--- src/sv/spqr_pkg.sv ---
package spqr_pkg;

	localparam int DEPTH  = 16;
	localparam int LEVELS = 8;

	localparam int KIND_W   = 2;
	localparam int HANDLE_W = 16;
	localparam int KEY_W    = 32;
	localparam int LVL_W    = 3;
	localparam int STAT_W   = 2;
	localparam int CNT_W    = $clog2(DEPTH + 1);

	typedef enum logic [KIND_W-1:0] {
		KIND_INSERT   = 2'd0,
		KIND_DISPATCH = 2'd1,
		KIND_FIND     = 2'd2,
		KIND_REMOVE   = 2'd3
	} kind_t;

	typedef enum logic [STAT_W-1:0] {
		ST_OK    = 2'd0,
		ST_EMPTY = 2'd1,
		ST_FULL  = 2'd2,
		ST_NOKEY = 2'd3
	} status_t;

	typedef struct packed {
		logic [HANDLE_W-1:0] handle;
		logic [KEY_W-1:0]    key;
		logic [LVL_W-1:0]    level;
	} entry_t;

	typedef struct packed {
		kind_t  kind;
		entry_t ent;
	} op_t;

	function automatic logic [LVL_W-1:0] sat_level(input logic [LVL_W-1:0] lvl);
		logic [LVL_W-1:0] top_lvl;
		top_lvl = LVL_W'(LEVELS - 1);
		return (lvl > top_lvl) ? top_lvl : lvl;
	endfunction

endpackage

--- src/sv/spqr_cell.sv ---
module spqr_cell (
	input  logic                          clk,
	input  logic                          upd,
	input  spqr_pkg::op_t                 op,
	input  logic                          occupied,
	input  logic                          left_ge,
	input  spqr_pkg::entry_t              left_ent,
	input  spqr_pkg::entry_t              right_ent,
	input  logic                          seen_in,
	input  logic [spqr_pkg::HANDLE_W-1:0] hit_in,
	output spqr_pkg::entry_t              ent,
	output logic                          ge,
	output logic                          seen_out,
	output logic [spqr_pkg::HANDLE_W-1:0] hit_out
);
	import spqr_pkg::*;

	entry_t ent_q;
	entry_t ent_d;
	logic   match;

	assign ent      = ent_q;
	assign ge       = occupied && (ent_q.level >= op.ent.level);
	assign match    = occupied && (ent_q.key == op.ent.key);
	assign seen_out = seen_in || match;
	assign hit_out  = seen_in ? hit_in : ent_q.handle;

	always_comb begin
		ent_d = ent_q;
		case (op.kind)
			KIND_INSERT: begin
				if (ge) begin
					ent_d = ent_q;
				end else if (left_ge) begin
					ent_d = op.ent;
				end else begin
					ent_d = left_ent;
				end
			end
			KIND_DISPATCH: ent_d = right_ent;
			KIND_REMOVE: begin
				if (seen_out) begin
					ent_d = right_ent;
				end
			end
			default: ent_d = ent_q;
		endcase
	end

	always_ff @(posedge clk) begin
		if (upd) begin
			ent_q <= ent_d;
		end
	end

endmodule

--- src/sv/stable_priority_queue_with_removal_top.sv ---
// The result word is registered and appears in the cycle after its word is accepted.
// Throughput: one word per cycle; a word is held off only while a result waits
// under out_stall, since the single result register must drain first.
// Every operation is settled by the row of cells comparing at once.
// Reset clears the entry count and the result valid; cell contents and result fields are not reset.
module stable_priority_queue_with_removal_top (
	input  logic                          clk,
	input  logic                          arst_n,
	input  logic                          in_valid,
	output logic                          in_stall,
	input  logic [spqr_pkg::KIND_W-1:0]   kind,
	input  logic [spqr_pkg::HANDLE_W-1:0] item_handle,
	input  logic [spqr_pkg::KEY_W-1:0]    item_key,
	input  logic [spqr_pkg::LVL_W-1:0]    service_level,
	output logic                          out_valid,
	input  logic                          out_stall,
	output logic [spqr_pkg::STAT_W-1:0]   status,
	output logic [spqr_pkg::HANDLE_W-1:0] out_handle,
	output logic [spqr_pkg::CNT_W-1:0]    occupancy
);
	import spqr_pkg::*;

	op_t                 op;
	logic                accept;
	logic                full;
	logic                empty;
	logic                found;
	logic                upd;
	logic [CNT_W-1:0]    count_q;
	logic [CNT_W-1:0]    count_d;
	status_t             stat_d;
	logic [HANDLE_W-1:0] hnd_d;
	logic                out_valid_q;
	status_t             status_q;
	logic [HANDLE_W-1:0] out_handle_q;
	logic [CNT_W-1:0]    occupancy_q;

	entry_t              ent   [DEPTH];
	logic                ge    [DEPTH];
	logic                seen  [DEPTH+1];
	logic [HANDLE_W-1:0] hit   [DEPTH+1];

	assign op.kind          = kind_t'(kind);
	assign op.ent.handle    = item_handle;
	assign op.ent.key       = item_key;
	assign op.ent.level     = sat_level(service_level);

	assign in_stall = out_valid_q && out_stall;
	assign accept   = in_valid && !in_stall;
	assign full     = (count_q == CNT_W'(DEPTH));
	assign empty    = (count_q == '0);
	assign found    = seen[DEPTH];

	assign seen[0] = 1'b0;
	assign hit[0]  = '0;

	for (genvar i = 0; i < DEPTH; i++) begin : g_cell
		entry_t left_ent;
		entry_t right_ent;
		logic   left_ge;
		if (i == 0) begin : g_head
			assign left_ent = op.ent;
			assign left_ge  = 1'b1;
		end else begin : g_body
			assign left_ent = ent[i-1];
			assign left_ge  = ge[i-1];
		end
		if (i == DEPTH - 1) begin : g_tail
			assign right_ent = ent[i];
		end else begin : g_mid
			assign right_ent = ent[i+1];
		end
		spqr_cell u_cell (
			.clk       (clk),
			.upd       (upd),
			.op        (op),
			.occupied  (CNT_W'(i) < count_q),
			.left_ge   (left_ge),
			.left_ent  (left_ent),
			.right_ent (right_ent),
			.seen_in   (seen[i]),
			.hit_in    (hit[i]),
			.ent       (ent[i]),
			.ge        (ge[i]),
			.seen_out  (seen[i+1]),
			.hit_out   (hit[i+1])
		);
	end

	always_comb begin
		upd     = 1'b0;
		count_d = count_q;
		stat_d  = ST_OK;
		hnd_d   = '0;
		case (op.kind)
			KIND_INSERT: begin
				if (full) begin
					stat_d = ST_FULL;
				end else begin
					upd     = accept;
					count_d = count_q + 1'b1;
				end
			end
			KIND_DISPATCH: begin
				if (empty) begin
					stat_d = ST_EMPTY;
				end else begin
					upd     = accept;
					count_d = count_q - 1'b1;
					hnd_d   = ent[0].handle;
				end
			end
			KIND_FIND: begin
				if (!found) begin
					stat_d = ST_NOKEY;
				end else begin
					hnd_d = hit[DEPTH];
				end
			end
			KIND_REMOVE: begin
				if (!found) begin
					stat_d = ST_NOKEY;
				end else begin
					upd     = accept;
					count_d = count_q - 1'b1;
				end
			end
			default: stat_d = ST_OK;
		endcase
	end

	always_ff @(posedge clk or negedge arst_n) begin
		if (!arst_n) begin
			count_q     <= '0;
			out_valid_q <= 1'b0;
		end else begin
			if (accept) begin
				count_q     <= count_d;
				out_valid_q <= 1'b1;
			end else if (!out_stall) begin
				out_valid_q <= 1'b0;
			end
		end
	end

	always_ff @(posedge clk) begin
		if (accept) begin
			status_q     <= stat_d;
			out_handle_q <= hnd_d;
			occupancy_q  <= count_d;
		end
	end

	assign out_valid  = out_valid_q;
	assign status     = status_q;
	assign out_handle = out_handle_q;
	assign occupancy  = occupancy_q;

endmodule

--- config.mk ---
export PLATFORM = sky130hd
export DESIGN_NAME = stable_priority_queue_with_removal_top
export DESIGN_NICKNAME = d
export VERILOG_FILES = /design/src/sv/spqr_pkg.sv /design/src/sv/spqr_cell.sv /design/src/sv/stable_priority_queue_with_removal_top.sv
export SDC_FILE = /design/constraint.sdc
export NUM_CORES = 2
export LEC_CHECK = 0
export BUFFER_PORTS_ARGS = -buffer_cell sky130_fd_sc_hd__buf_4
export CAP_MARGIN = 15
export CORE_MARGIN = 3
export CORE_UTILIZATION = 35
export DETAILED_ROUTE_END_ITERATION = 8
export HOLD_SLACK_MARGIN = 0.08
export PLACE_DENSITY_LB_ADDON = 0.3
export SLEW_MARGIN = 20
export SYNTH_ARGS = -nofsm -noshare
export SYNTH_HDL_FRONTEND = slang
export SYNTH_SLANG_ARGS = --single-unit
export TNS_END_PERCENT = 1
--- constraint.sdc ---
create_clock -name clk -period 20.9 [get_ports clk]
set_input_delay 4.18 -clock clk [delete_from_list [all_inputs] [get_ports clk]]
set_output_delay 4.18 -clock clk [all_outputs]
set_load 0.005 [all_outputs]
==> flow_metrics.tcl <==
set metrics [dict create \
    worstMarginPinSlew_ns 1.10 \
    synth-xor-area-share_pct 8.43 \
    post_drt_via_cell_ratio 5.87 \
    p_switching_mw 1.47 \
    p_leak_nw 19.1 \
    postCtsHoldBufs 0 \
    synth_area_leader_cell "edfxtp_1" \
    path_max_fanout 34 \
    multi_input_area_um2 26200 \
    synth_fa_ha_area_share_pct 1.34 \
    combPwrFrac_pct 21.1 \
    synth_common_cells "edfxtp_1, nand2_1, o21ai_0" \
    num_rows 142 \
    power_density_nw_per_um2 81.0 \
    vias 41800 \
    synth-simple-area-share_pct 12.8 \
    finalNetCount 5133 \
    status "completed" \
    synth_edf_count 839 \
    grt.total_usage_pct 23.8 \
    finalMaxSlewViolations 0 \
    synth_area_leaders "edfxtp_1, mux2i_1, o21ai_0, nand2_1, xnor2_1" \
    ys_async_sr_fraction_pct 0.710 \
    fp.dieH_um 396 \
    synth-seq-area-share_pct 47.7 \
    fillerInstances 15000 \
    syn_inst 5204 \
    first_pass_iters 6 \
    synth_compound_area_share_pct 10.5 \
    yosys.cell_types.count 75 \
    drt_iter0_drc 5151 \
    synth_warnings 0 \
    p_seq_share_pct 43.0 \
    crit_family "buffers and inverters" \
    clockBufferDepth 3 \
    clock_skew_ns 0.0377 \
    drv_cap 0 \
    arrival_ns 9.48 \
    p_sw_share_pct 31.0 \
    cts_root_buf "clkbuf_16" \
    numCtsBuffers 101 \
    yosys_most_used_dff "edfxtp_1" \
    r2r-start "count_q[3]" \
    hold_path_class "reg2reg" \
    worstReg2RegEnd "g_cell[6].u_cell.ent[24]" \
    synthMuxAreaShare_pct 15.5 \
    yosysMostFrequentCell "edfxtp_1" \
    hpwlAfterDp_um 136000 \
    wl_um 193000 \
    vdd_drop_max_uv 58.8 \
    fin_crit_ns 9.11 \
    slowest_stage "nor4_1" \
    cts_htree_levels 3 \
    crit_start "item_key[11]" \
    synth_seq_cells 845 \
    start_util_pct 35.3 \
    synth_top_area_share_pct 47.4 \
    insertion_delay_ns 0.74 \
    max_slew_margin_pct 25.9 \
    cts_tree "done" \
    tns_ns 0 \
    synth_nets 5318 \
    cts_setup_buffers 0 \
    path_cells "buf_4 -> xor2_1 -> nor4_1 -> nand4_1 -> nor4_1 -> a311oi_1 -> nand4_1 -> buf_4 -> o21a_1 -> o211ai_1 -> buf_4 -> a211oi_4 -> buf_4" \
    rsz0062_at_grt "no" \
    r2r_slack_ns 14.90 \
    wl_per_cell_um 27.1 \
    grt_pass1_wl_um 280000 \
    reg2reg_depth 13 \
    grt_pass1_vias 40000 \
    syn2layout_area_growth_pct 10.3 \
    grt_max_degree 229 \
    port_buffers 81 \
    min_period_over_period_pct 43.6 \
    crit_path_frequent_cell "buf_4" \
    post_cts_resized 0 \
    cp.depth 13 \
    seq_area_um2 25300 \
    cp-endpoint "g_cell[6].u_cell.ent[24]" \
    clock_sinks 845 \
    drc 0 \
    die-area_um2 156000 \
    drive_gt1_share_pct 8.81 \
    place_congestion 0.992 \
    fmax_mhz 110 \
    clock_power_share_pct 35.9 \
    gr-total-overflow 0 \
    internal_power_mw 3.27 \
    syn_avg_cell_area_um2 10.2 \
    crit_type "in2reg" \
    setup_viol 0 \
    fin_total_pwr_mw 4.74 \
    antenna_found_initial 4 \
    netlist_area_um2 53100 \
    synth_top_family_by_area "multiplexers" \
    die_width_um 396 \
    hold_violations 0 \
    critPathMaxStageDelay_ns 0.96 \
    startpoint_type "primary input" \
    clk_pin_slew_ns 0.06 \
    ant_nets 0 \
    crit_required_ns 21.27 \
    cp_num_buf_inv 4 \
    num_io_pins 82 \
    core_area_um2 150000 \
    endpoint_kind "register" \
]
-- layer usage --
metal	vias up	global-route usage, %	wire, um	share of wire [%]
met3	284	5.20	17500	9.1
met1	20900	34.0	83800	43
li1	18600	-	-	-
met5	-	0	0	0
met2	1917	36.0	86000	45
met4	0	6.82	5740	3.0
-- registers in the layout (all words and copies together), names as in the netlist --
name	flops
count_q	5
out_valid	1
status	2
g_cell.u_cell.ent	816
occupancy	5
out_handle	16
-- layout by cell type (no fill, tap or decap), types with 58 or more instances in the layout --
cell         n
o21ai_0    780
xor2_1     248
mux2i_1    710
nor4_1     120
edfxtp_1   839
mux2_2     100
nand2_1    822
a21oi_1     58
xnor2_1    263
nor2_1     126
nand4_1    140
clkbuf_16  101
buf_4      160
-- cell type report --
type,instances,area share (%)
multi-input combinational,3851,44.7
timing repair buffer,164,2.19
antenna,4,0.0171
clock buffer,121,4.44
sequential,845,43.3
tap,2016,4.31
clock inverter,59,0.758
inverter,56,0.359
-- worst min-delay path by stage --
stage	startpoint	endpoint	slack, ns	depth (start not counted)
after floorplan	out_valid	out_valid	0.51	2
after global routing	g_cell[15].u_cell.ent[39]	g_cell[14].u_cell.ent[39]	0.59	2
final	out_valid	out_valid	0.53	2
after global placement	out_valid	out_valid	0.51	2
after CTS	out_valid	out_valid	0.54	2
after detailed placement	out_valid	out_valid	0.53	2
-- tightest hold or removal path, delay by kind of cell (launching register included) --
family | cells | cell delay, ns
and+or+nand+nor | 2 | 0.15
DFF | 1 | 0.34
-- power by group through the flow --
| stage | Sequential [mW] | Combinational [mW] | Clock, mW |
|---|---|---|---|
| 3_3_place_gp | 2.08 | 0.973 | 0 |
| 5_1_grt | 2.05 | 1.08 | 1.80 |
| 4_1_cts | 2.04 | 0.988 | 1.73 |
| 3_5_place_dp | 2.08 | 0.986 | 0 |
| 6_report | 2.04 | 1.00 | 1.70 |
| 2_1_floorplan | 2.04 | 0.705 | 0 |
-- per-stage QoR --
stage	utilization [%]	hold WS (ns)	setup slack [ns]	cells	area, um2
after global routing	39.0	0.586	11.66	7112	58600
after detailed placement	36.9	0.528	11.27	6931	55500
after CTS	38.9	0.544	12.01	7111	58500
final	39.0	0.533	11.79	7116	58600
after global placement	36.9	0.509	11.32	6930	55500
after floorplan	-	0.510	9.58	5204	53100
-- kinds of logic after synthesis --
logic type / Yosys count
AO/OA/AOI/OAI: 1014
adder cells (fa/ha/maj): 57
XOR/XNOR: 511
AND/OR/NAND/NOR: 1459
buffers and inverters: 508
multiplexers: 810
flip-flops: 845
No activity file was read; power rests on OpenSTA's default activity.
